===== config.mk =====
export PLATFORM = sky130hd
export DESIGN_NAME = selective_repeat_receiver_top
export DESIGN_NICKNAME = d
export VERILOG_FILES = /design/src/srr_pkg.sv /design/src/srr_ram.sv /design/src/srr_alu.sv /design/src/srr_seq.sv /design/src/selective_repeat_receiver_top.sv
export SDC_FILE = /design/constraint.sdc
export NUM_CORES = 2
export LEC_CHECK = 0
export BUFFER_PORTS_ARGS = -buffer_cell sky130_fd_sc_hd__buf_2
export CAP_MARGIN = 5
export CORE_UTILIZATION = 40
export CTS_BUF_LIST = sky130_fd_sc_hd__clkbuf_16
export DETAILED_ROUTE_END_ITERATION = 12
export SETUP_SLACK_MARGIN = 0.05
export SYNTH_ARGS = -nofsm -noshare
export SYNTH_HDL_FRONTEND = slang
export SYNTH_SLANG_ARGS = --single-unit

===== constraint.sdc =====
create_clock -name clk -period 7.84 [get_ports clk]
set_clock_uncertainty 0.2 [all_clocks]
set_input_delay 0.392 -clock clk [delete_from_list [all_inputs] [get_ports clk]]
set_output_delay 0.392 -clock clk [all_outputs]
set_load 0.1 [all_outputs]

===== src/srr_pkg.sv =====
package srr_pkg;

	localparam int SEQ_W       = 8;
	localparam int LEN_W       = 10;
	localparam int TIME_W      = 16;
	localparam int CNT_W       = 5;
	localparam int ADV_W       = 5;
	localparam int MAX_RESULTS = 32;
	localparam int BATCH_MAX   = 31;

	typedef enum logic [1:0] {
		KIND_DELIVER = 2'd0,
		KIND_ACK     = 2'd1,
		KIND_NACK    = 2'd2
	} kind_t;

	typedef enum logic [1:0] {
		CFG_WINDOW = 2'd0,
		CFG_BATCH  = 2'd1,
		CFG_DELAY  = 2'd2
	} cfg_idx_t;

	typedef enum logic [1:0] {
		ALU_SUB_SEQ  = 2'd0,
		ALU_SUB_TIME = 2'd1,
		ALU_GT       = 2'd2
	} alu_op_t;

	typedef struct packed {
		logic [ADV_W-1:0]  window;
		logic [CNT_W-1:0]  batch_limit;
		logic [TIME_W-1:0] delay;
	} cfg_t;

	typedef struct packed {
		logic              ok;
		logic [SEQ_W-1:0]  seq;
		logic              tr;
		logic [LEN_W-1:0]  len;
		logic [TIME_W-1:0] now;
	} item_t;

	typedef struct packed {
		kind_t             kind;
		logic [SEQ_W-1:0]  seq;
		logic [ADV_W-1:0]  advert;
		logic [LEN_W-1:0]  len;
		logic              last;
		logic              finished;
	} res_t;

endpackage


===== src/srr_ram.sv =====
module srr_ram #(
	parameter int WIDTH = 10,
	parameter int DEPTH = 256
) (
	input  logic                     clk,
	input  logic                     we,
	input  logic [$clog2(DEPTH)-1:0] waddr,
	input  logic [WIDTH-1:0]         wdata,
	input  logic                     re,
	input  logic [$clog2(DEPTH)-1:0] raddr,
	output logic [WIDTH-1:0]         rdata
);

	logic [WIDTH-1:0] mem [DEPTH];
	logic [WIDTH-1:0] rdata_q;

	always_ff @(posedge clk) begin
		if (we) begin
			mem[waddr] <= wdata;
		end
		if (re) begin
			rdata_q <= mem[raddr];
		end
	end

	assign rdata = rdata_q;

endmodule


===== src/srr_alu.sv =====
module srr_alu import srr_pkg::*; #(
	parameter int SEQ_SPACE = 256
) (
	input  alu_op_t           op,
	input  logic [TIME_W-1:0] a,
	input  logic [TIME_W-1:0] b,
	output logic [TIME_W-1:0] res,
	output logic              flag
);

	logic [TIME_W:0] diff;

	assign diff = {1'b0, a} - {1'b0, b};

	always_comb begin
		res  = '0;
		flag = 1'b0;
		unique case (op)
			ALU_SUB_SEQ: begin
				// wrap back into the sequence space on borrow
				res = diff[TIME_W] ? diff[TIME_W-1:0] + TIME_W'(SEQ_SPACE) : diff[TIME_W-1:0];
			end
			ALU_SUB_TIME: begin
				res = diff[TIME_W-1:0];
			end
			ALU_GT: begin
				flag = !diff[TIME_W] && (|diff[TIME_W-1:0]);
			end
			default: begin
				res  = '0;
				flag = 1'b0;
			end
		endcase
	end

endmodule


===== src/srr_seq.sv =====
module srr_seq import srr_pkg::*; #(
	parameter int SEQ_SPACE   = 256,
	parameter int SLOTS       = 32,
	parameter int MAX_PAYLOAD = 512
) (
	input  logic  clk,
	input  logic  arst_n,
	input  cfg_t  cfg,
	input  logic  in_valid,
	output logic  in_ready,
	input  item_t item,
	input  logic  out_free,
	output logic  push,
	output res_t  res
);

	localparam int IW = $clog2(SEQ_SPACE);
	localparam int HW = $clog2(SLOTS + 1);
	localparam int CW = (HW > ADV_W) ? HW : ADV_W;
	localparam int NW = $clog2(MAX_RESULTS);

	typedef enum logic [9:0] {
		S_IDLE    = 10'b00_0000_0001,
		S_MOD     = 10'b00_0000_0010,
		S_TSUB    = 10'b00_0000_0100,
		S_TCMP    = 10'b00_0000_1000,
		S_CHECK   = 10'b00_0001_0000,
		S_WIN     = 10'b00_0010_0000,
		S_NACK    = 10'b00_0100_0000,
		S_REL_RD  = 10'b00_1000_0000,
		S_REL_OUT = 10'b01_0000_0000,
		S_ACK     = 10'b10_0000_0000
	} state_t;

	state_t              state_q;
	item_t               item_q;
	logic [IW-1:0]       nxt_q;
	logic [SEQ_SPACE-1:0] map_q;
	logic [HW-1:0]       held_q;
	logic [CNT_W-1:0]    batch_q;
	logic [TIME_W-1:0]   start_q;
	logic                restart_q;
	logic [1:0]          dsat_q;
	logic                eof_v_q;
	logic [IW-1:0]       eof_seq_q;
	logic [TIME_W-1:0]   diff_q;
	logic                late_q;
	logic                force_q;
	logic [IW-1:0]       offset_q;
	logic [NW-1:0]       n_q;

	alu_op_t           alu_op;
	logic [TIME_W-1:0] alu_a;
	logic [TIME_W-1:0] alu_b;
	logic [TIME_W-1:0] alu_res;
	logic              alu_flag;

	logic [IW-1:0]    seq_idx;
	logic [IW-1:0]    nxt_inc;
	logic             seq_big;
	logic             bad;
	logic             dup;
	logic             more;
	logic [1:0]       dsat_inc;
	logic             batch_ge;
	logic             timing_ack;
	logic             ack_after_del;
	logic             ack_due;
	logic             held_full;
	logic [CW-1:0]    win_ext;
	logic [CW-1:0]    held_ext;
	logic [ADV_W-1:0] advert;
	logic             finished;

	logic             ram_we;
	logic             ram_re;
	logic [IW-1:0]    ram_raddr;
	logic [LEN_W-1:0] ram_rdata;

	srr_alu #(.SEQ_SPACE(SEQ_SPACE)) u_alu (
		.op   (alu_op),
		.a    (alu_a),
		.b    (alu_b),
		.res  (alu_res),
		.flag (alu_flag)
	);

	// payload length per sequence number, valid only where map_q is set
	srr_ram #(.WIDTH(LEN_W), .DEPTH(SEQ_SPACE)) u_len_ram (
		.clk   (clk),
		.we    (ram_we),
		.waddr (seq_idx),
		.wdata (item_q.len),
		.re    (ram_re),
		.raddr (ram_raddr),
		.rdata (ram_rdata)
	);

	assign seq_idx    = item_q.seq[IW-1:0];
	assign nxt_inc    = (nxt_q == IW'(SEQ_SPACE - 1)) ? '0 : nxt_q + 1'b1;
	assign seq_big    = {1'b0, item_q.seq} >= (SEQ_W+1)'(SEQ_SPACE);
	assign bad        = !item_q.ok || ({1'b0, item_q.len} > (LEN_W+1)'(MAX_PAYLOAD));
	assign dup        = map_q[seq_idx];
	assign more       = (n_q != NW'(MAX_RESULTS - 2)) && map_q[nxt_inc];
	assign dsat_inc   = (dsat_q == 2'd3) ? 2'd3 : dsat_q + 2'd1;
	assign batch_ge   = batch_q >= cfg.batch_limit;
	assign timing_ack = late_q || batch_ge || force_q;
	// a first delivery forces an ack, so the last delivery knows whether one follows
	assign ack_after_del = timing_ack || (dsat_inc == 2'd1);
	assign ack_due    = timing_ack || (dsat_q == 2'd1);
	assign held_full  = held_q == HW'(SLOTS);
	assign win_ext    = CW'(cfg.window);
	assign held_ext   = CW'(held_q);
	assign advert     = (win_ext > held_ext) ? ADV_W'(win_ext - held_ext) : '0;
	assign finished   = eof_v_q && (eof_seq_q == nxt_q);
	assign in_ready   = state_q == S_IDLE;

	always_comb begin
		alu_op = ALU_GT;
		alu_a  = '0;
		alu_b  = '0;
		unique case (state_q)
			S_TSUB: begin
				alu_op = ALU_SUB_TIME;
				alu_a  = item_q.now;
				alu_b  = start_q;
			end
			S_TCMP: begin
				alu_op = ALU_GT;
				alu_a  = diff_q;
				alu_b  = cfg.delay;
			end
			S_CHECK: begin
				alu_op = ALU_SUB_SEQ;
				alu_a  = TIME_W'(seq_idx);
				alu_b  = TIME_W'(nxt_q);
			end
			S_WIN: begin
				alu_op = ALU_GT;
				alu_a  = TIME_W'(cfg.window);
				alu_b  = TIME_W'(offset_q);
			end
			default: begin
				alu_op = ALU_GT;
			end
		endcase
	end

	always_comb begin
		ram_we    = 1'b0;
		ram_re    = 1'b0;
		ram_raddr = nxt_q;
		push      = 1'b0;
		res       = '{kind: KIND_ACK, seq: SEQ_W'(nxt_q), advert: advert, len: '0,
			last: 1'b1, finished: finished};
		unique case (state_q)
			S_WIN: begin
				ram_we = alu_flag && !item_q.tr && (item_q.len != '0) && !held_full;
			end
			S_REL_RD: begin
				ram_re = map_q[nxt_q];
			end
			S_REL_OUT: begin
				push      = out_free;
				ram_re    = out_free && more;
				ram_raddr = nxt_inc;
				res       = '{kind: KIND_DELIVER, seq: SEQ_W'(nxt_q), advert: '0,
					len: ram_rdata, last: !more && !ack_after_del, finished: 1'b0};
			end
			S_NACK: begin
				push = out_free;
				res  = '{kind: KIND_NACK, seq: SEQ_W'(seq_idx), advert: advert, len: '0,
					last: 1'b1, finished: 1'b0};
			end
			S_ACK: begin
				push = ack_due && out_free;
			end
			default: begin
				push = 1'b0;
			end
		endcase
	end

	// payload registers
	always_ff @(posedge clk) begin
		if (state_q == S_IDLE && in_valid) begin
			item_q <= item;
		end else if (state_q == S_MOD && seq_big) begin
			item_q.seq <= item_q.seq - SEQ_W'(SEQ_SPACE);
		end
		if (state_q == S_TSUB) begin
			diff_q <= alu_res;
		end
		if (state_q == S_CHECK) begin
			offset_q <= alu_res[IW-1:0];
		end
		if (state_q == S_WIN && alu_flag && !item_q.tr && item_q.len == '0 &&
			offset_q == '0) begin
			eof_seq_q <= seq_idx;
		end
	end

	always_ff @(posedge clk or negedge arst_n) begin
		if (!arst_n) begin
			state_q   <= S_IDLE;
			nxt_q     <= '0;
			map_q     <= '0;
			held_q    <= '0;
			batch_q   <= '0;
			start_q   <= '0;
			restart_q <= 1'b1;
			dsat_q    <= 2'd0;
			eof_v_q   <= 1'b0;
			late_q    <= 1'b0;
			force_q   <= 1'b0;
			n_q       <= '0;
		end else begin
			unique case (state_q)
				S_IDLE: begin
					if (in_valid) begin
						force_q <= 1'b0;
						n_q     <= '0;
						if (restart_q) begin
							start_q   <= item.now;
							restart_q <= 1'b0;
						end
						if (batch_q != CNT_W'(BATCH_MAX)) begin
							batch_q <= batch_q + 1'b1;
						end
						state_q <= S_MOD;
					end
				end
				S_MOD: begin
					if (!seq_big) begin
						state_q <= S_TSUB;
					end
				end
				S_TSUB: begin
					state_q <= S_TCMP;
				end
				S_TCMP: begin
					late_q  <= alu_flag;
					state_q <= S_CHECK;
				end
				S_CHECK: begin
					if (bad || dup) begin
						force_q <= 1'b1;
						state_q <= S_ACK;
					end else begin
						state_q <= S_WIN;
					end
				end
				S_WIN: begin
					if (!alu_flag) begin
						state_q <= S_ACK;
					end else if (item_q.tr) begin
						state_q <= S_NACK;
					end else if (item_q.len == '0) begin
						// end of file only at the expected number
						if (offset_q == '0) begin
							eof_v_q <= 1'b1;
							force_q <= 1'b1;
						end
						state_q <= S_ACK;
					end else if (held_full) begin
						state_q <= S_ACK;
					end else begin
						map_q[seq_idx] <= 1'b1;
						held_q         <= held_q + 1'b1;
						state_q        <= S_REL_RD;
					end
				end
				S_NACK: begin
					if (out_free) begin
						state_q <= S_IDLE;
					end
				end
				S_REL_RD: begin
					state_q <= map_q[nxt_q] ? S_REL_OUT : S_ACK;
				end
				S_REL_OUT: begin
					if (out_free) begin
						map_q[nxt_q] <= 1'b0;
						held_q       <= held_q - 1'b1;
						nxt_q        <= nxt_inc;
						dsat_q       <= dsat_inc;
						n_q          <= n_q + 1'b1;
						state_q      <= more ? S_REL_OUT : S_ACK;
					end
				end
				S_ACK: begin
					if (!ack_due) begin
						state_q <= S_IDLE;
					end else if (out_free) begin
						batch_q   <= '0;
						restart_q <= 1'b1;
						state_q   <= S_IDLE;
					end
				end
				default: begin
					state_q <= S_IDLE;
				end
			endcase
		end
	end

	a_held_matches_map: assert property (@(posedge clk) disable iff (!arst_n)
		held_q == HW'($countones(map_q)))
		else $error("held count out of step with held map");

	a_push_when_free: assert property (@(posedge clk) disable iff (!arst_n)
		push |-> out_free)
		else $error("result pushed into a full output register");

	a_dsat_sticky: assert property (@(posedge clk) disable iff (!arst_n)
		dsat_q != 2'd0 |=> dsat_q != 2'd0)
		else $error("delivery count went back to zero");

	a_eof_sticky: assert property (@(posedge clk) disable iff (!arst_n)
		eof_v_q |=> eof_v_q)
		else $error("end of file mark lost");

endmodule


===== src/selective_repeat_receiver_top.sv =====
// Receiver side of a selective-repeat scheme with a reorder window.
// Input channel (in_valid/in_ready) takes one decoded packet per beat:
// packet_ok, seqnum, truncated, payload_length, arrival_ms.
// Output channel (out_valid/out_ready) gives result beats: in-order
// deliveries (kind 0), a cumulative ack (kind 1) or a nack (kind 2);
// last marks the final beat caused by a packet, and a packet may cause none.
// The user writes configuration through cfg_we/cfg_index/cfg_data only
// while idle; the block does not enforce it. One packet is worked on at
// a time by a sequencer around one shared subtract/compare unit: a run
// of checks, then the release of each in-order held packet.
// in_ready is high only between packets. The single output register lets
// the sequencer run while a beat waits; when out_ready stays low the
// sequencer stalls on the next beat it must emit.
// Reset clears the window, held map, batch timer and end-of-file mark and
// restores window_size 31, ack_batch_limit 7, ack_delay_ms 500.
module selective_repeat_receiver_top import srr_pkg::*; #(
	parameter int SEQ_SPACE   = 256,
	parameter int SLOTS       = 32,
	parameter int MAX_PAYLOAD = 512
) (
	input  logic              clk,
	input  logic              arst_n,
	input  logic              cfg_we,
	input  logic [1:0]        cfg_index,
	input  logic [TIME_W-1:0] cfg_data,
	input  logic              in_valid,
	output logic              in_ready,
	input  logic              packet_ok,
	input  logic [SEQ_W-1:0]  seqnum,
	input  logic              truncated,
	input  logic [LEN_W-1:0]  payload_length,
	input  logic [TIME_W-1:0] arrival_ms,
	output logic              out_valid,
	input  logic              out_ready,
	output logic [1:0]        kind,
	output logic [SEQ_W-1:0]  out_seqnum,
	output logic [ADV_W-1:0]  window_advert,
	output logic [LEN_W-1:0]  out_length,
	output logic              last,
	output logic              finished
);

	cfg_t  cfg_q;
	res_t  res_q;
	logic  out_valid_q;
	res_t  res;
	logic  push;
	logic  out_free;
	item_t item;

	always_ff @(posedge clk or negedge arst_n) begin
		if (!arst_n) begin
			cfg_q.window      <= ADV_W'(31);
			cfg_q.batch_limit <= CNT_W'(7);
			cfg_q.delay       <= TIME_W'(500);
		end else if (cfg_we) begin
			unique case (cfg_index)
				CFG_WINDOW: cfg_q.window      <= cfg_data[ADV_W-1:0];
				CFG_BATCH:  cfg_q.batch_limit <= cfg_data[CNT_W-1:0];
				CFG_DELAY:  cfg_q.delay       <= cfg_data;
				default:    cfg_q             <= cfg_q;
			endcase
		end
	end

	assign item = '{ok: packet_ok, seq: seqnum, tr: truncated, len: payload_length,
		now: arrival_ms};

	srr_seq #(
		.SEQ_SPACE   (SEQ_SPACE),
		.SLOTS       (SLOTS),
		.MAX_PAYLOAD (MAX_PAYLOAD)
	) u_seq (
		.clk      (clk),
		.arst_n   (arst_n),
		.cfg      (cfg_q),
		.in_valid (in_valid),
		.in_ready (in_ready),
		.item     (item),
		.out_free (out_free),
		.push     (push),
		.res      (res)
	);

	// output register decouples the sequencer from the consumer
	assign out_free = !out_valid_q || out_ready;

	always_ff @(posedge clk or negedge arst_n) begin
		if (!arst_n) begin
			out_valid_q <= 1'b0;
		end else if (push) begin
			out_valid_q <= 1'b1;
		end else if (out_ready) begin
			out_valid_q <= 1'b0;
		end
	end

	always_ff @(posedge clk) begin
		if (push) begin
			res_q <= res;
		end
	end

	assign out_valid     = out_valid_q;
	assign kind          = res_q.kind;
	assign out_seqnum    = res_q.seq;
	assign window_advert = res_q.advert;
	assign out_length    = res_q.len;
	assign last          = res_q.last;
	assign finished      = res_q.finished;

endmodule

==> flow_metrics.py <==
metrics = {
    "floorplan": {
        "die_w_um": 564,
        "initial_core_util_pct": 40.4,
        "die_area_sq_um": 318000,
        "fp.dieH_um": 564,
        "rows": 205,
        "num_io_pins": 88,
        "core-area_sq_um": 313000,
    },
    "critical_path": {
        "end_kind": "flop",
        "worstPathArrival_ps": 8020,
        "critPathLaunchType": "flop",
        "critPathKind": "reg2reg",
        "required_ps": 8200,
        "crit_fanout": 30,
    },
    "timing": {
        "period_share_pct": 97.7,
        "hold_viol": 3,
        "rsz0062_at_grt": "true",
        "fmax_mhz": 131,
        "min_period_ps": 7660,
        "drv_slew": 0,
        "whs_ps": -14.5,
        "setup_viol": 0,
        "slew_headroom_pct": 3.99,
        "worst_slew_pin_slew_ps": 1440,
        "finalSetupTns_ps": 0,
    },
    "synthesis": {
        "synthArstFlopShare_pct": 11.3,
        "synth_cell_types": 100,
        "synth_edf_count": 2665,
        "postSynthAreaPerCell_sq_um": 15.3,
        "ys_ff_latch": 3004,
        "synthesis.nets": 8381,
        "synth.cell_area_sq_um": 126000,
        "synth_cells": 8278,
        "yosysWarningCount": 0,
        "seq_area_frac_synth_pct": 70.1,
        "synth_top_flop_cell": "edfxtp_1",
    },
    "cts": {
        "clkTransAtPathRegs_ps": 60,
        "cts_tree": "yes",
        "postCtsSetupBuffers": 0,
        "cts_buffers": 319,
        "cts_sinks": 3004,
        "htree_levels": 5,
        "cts_buffer_depth": 4,
        "clk_latency_ps": 880,
        "cts_root_buffer": "clkbuf_16",
    },
    "drt": {
        "ant_nets": 0,
        "wl_um": 435000,
        "vias": 81800,
        "via_per_inst": 6.32,
        "drc": 0,
        "post_drt_wl_per_cell_um": 33.6,
        "drt_pass1_iterations": 7,
        "drt_iter0_drc": 12500,
    },
    "power_and_ir_drop": {
        "p_total_mw": 36.5,
        "leakagePower_nw": 49.7,
        "ir_worst_vdd_uv": 245,
        "p_per_area_nw_per_um2": 255,
    },
    "layout": {
        "multi_input_area_sq_um": 35100,
        "final_common_cell": "edfxtp_1",
        "regArea_sq_um": 88500,
        "final_nets": 8645,
        "num-fill-cells": 27100,
        "final_layout_size_suffix_gt1_share_pct": 16.3,
        "final_cell_mix": "2665 x edfxtp_1, 961 x nand2_1, 605 x o21ai_0, 484 x mux2i_1, 399 x a21oi_1",
        "syn2layout_area_growth_pct": 13.5,
        "stdcell_area_sq_um": 143000,
    },
    "global_routing": {
        "antenna_found_initial": 21,
        "grt.total_usage_pct": 26.8,
        "first_global_vias": 79200,
        "grt_max_degree": 166,
        "grt_pass1_wl_um": 608000,
        "grt.overflow.total": 0,
    },
    "min_path": {
        "hp-class": "in2async",
    },
    "outcome": {
        "violations": "hold timing",
        "status": "complete, but fails checks",
    },
    "placed_design": {
        "dp_hpwl_um": 279000,
        "routabilityCongestion": 0.974,
        "placed_cell_area_sq_um": 132000,
        "port_buffers": 87,
    },
    "run": {
        "maxCapViolCount": 0,
    },
}
==> Yosys cell counts, types with 88 or more instances <==
| cell | count | share of area (%) |
|---|---|---|
| o21ai_0 | 607 | 2.4 |
| nor2_1 | 389 | 1.2 |
| nand3_1 | 158 | 0.63 |
| clkbuf_1 | 298 | 0.89 |
| mux2i_1 | 485 | 3.8 |
| dfrtp_1 | 323 | 6.4 |
| o22ai_1 | 130 | 0.64 |
| edfxtp_1 | 2665 | 63 |
| a21oi_1 | 401 | 1.6 |
| nor4_1 | 88 | 0.44 |
| nor3_1 | 121 | 0.48 |
| mux4_2 | 380 | 6.8 |
| nand2_1 | 963 | 2.9 |
| o221ai_1 | 99 | 0.69 |
==> final timing paths <==
| path | start | endpoint | slack (ps) | depth (start not counted) |
|---|---|---|---|---|
| max reg2reg | u_seq.state_q[4] | u_seq.u_len_ram.mem[49][8] | 180 | 23 |
| max in group asynchronous | arst_n | u_seq.nxt_q[0] | 5780 | 3 |
| min reg2reg | u_seq.eof_v_q | u_seq.eof_v_q | 270 | 1 |
| max | u_seq.state_q[4] | u_seq.u_len_ram.mem[49][8] | 180 | 23 |
| min in group clk | payload_length[6] | u_seq.item_q[22] | 50 | 2 |
| min | arst_n | u_seq.map_q[35] | -10 | 2 |
==> kinds of logic after synthesis <==
family | after synthesis | share of synthesized area [%]
XOR/XNOR | 42 | 0.291
adder cells (fa/ha/maj) | 44 | 0.454
flip-flops | 3004 | 70.1
AND/OR/NAND/NOR | 1928 | 6.68
AO/OA/AOI/OAI | 1730 | 8.54
multiplexers | 937 | 11.5
buffers and inverters | 593 | 2.49
==> timing repair <==
| item | CTS | global route |
|---|---|---|
| hold buffers | 66 | 0 |
| setup endpoints to repair | 0 | 746 |
| endpoints found under the hold margin | 190 | 0 |
| resized for setup | 0 | 50 |
==> stage by stage <==
stage	util (%)	setup slack, ps	instances
floorplan	-	1170	8278
global placement	42.3	235	12300
detailed placement	42.3	250	12300
CTS	45.7	264	12900
global route	45.8	-144	12900
finish	45.8	179	12900
==> report_power, final <==
part           total (mW)  switching, mW  leakage, nW  internal (mW)
combinational        3.10           2.43         16.1          0.670
clock                15.0           6.41         5.13           8.57
sequential           18.4          0.103         28.4           18.3
==> state kept, by name (all words and copies together), names as in the netlist, 2 cells and up <==
register               cells
cfg_q                     26
kind                       2
out_length                10
out_seqnum                 8
u_seq.batch_q              5
u_seq.diff_q              16
u_seq.dsat_q               2
u_seq.eof_seq_q            8
u_seq.held_ext             6
u_seq.item_q              28
u_seq.map_q              256
u_seq.n_q                  5
u_seq.nxt_q                8
u_seq.offset_q             8
u_seq.seq_idx              8
u_seq.start_q             16
u_seq.state_q             10
u_seq.u_len_ram.mem     2560
u_seq.u_len_ram.rdata     10
window_advert              5
==> final cells by class <==
| class | count | share of cell area (%) |
|---|---|---|
| diodes | 14 | 0.0244 |
| clock inverters | 238 | 1.47 |
| multi-input cells | 4681 | 24.5 |
| well taps | 4140 | 3.61 |
| inverters | 41 | 0.107 |
| repair buffers | 495 | 2.89 |
| clock buffers | 323 | 5.64 |
| flip-flops and latches | 3004 | 61.8 |
==> critical path, stage by stage, from the launching register on <==
cell and delay (ps):
dfrtp_1 450, or4_1 710, nor2_1 240, and4b_1 430, buf_4 350, a22o_1 190
a221oi_1 60, ha_1 450, a21oi_1 350, nand2_1 120, o21ai_0 470, nand2_1 130
xor2_1 210, inv_1 90, ha_1 140, and4_1 170, o21ai_0 90, nor4b_1 320
nand4_1 190, o2111ai_1 240, buf_4 210, nand2b_4 670, buf_4 540, nor2_1 310
==> metal layers <==
layer  track usage (%)  routed length [um]  vias up
li1                  -                   -    33100
met1              36.2              166000    41800
met2              40.8              194000     5801
met3              7.30               52700     1048
met4              11.5               21500       22
met5                 0                 156        -
Power figures use the tool's default switching activity.
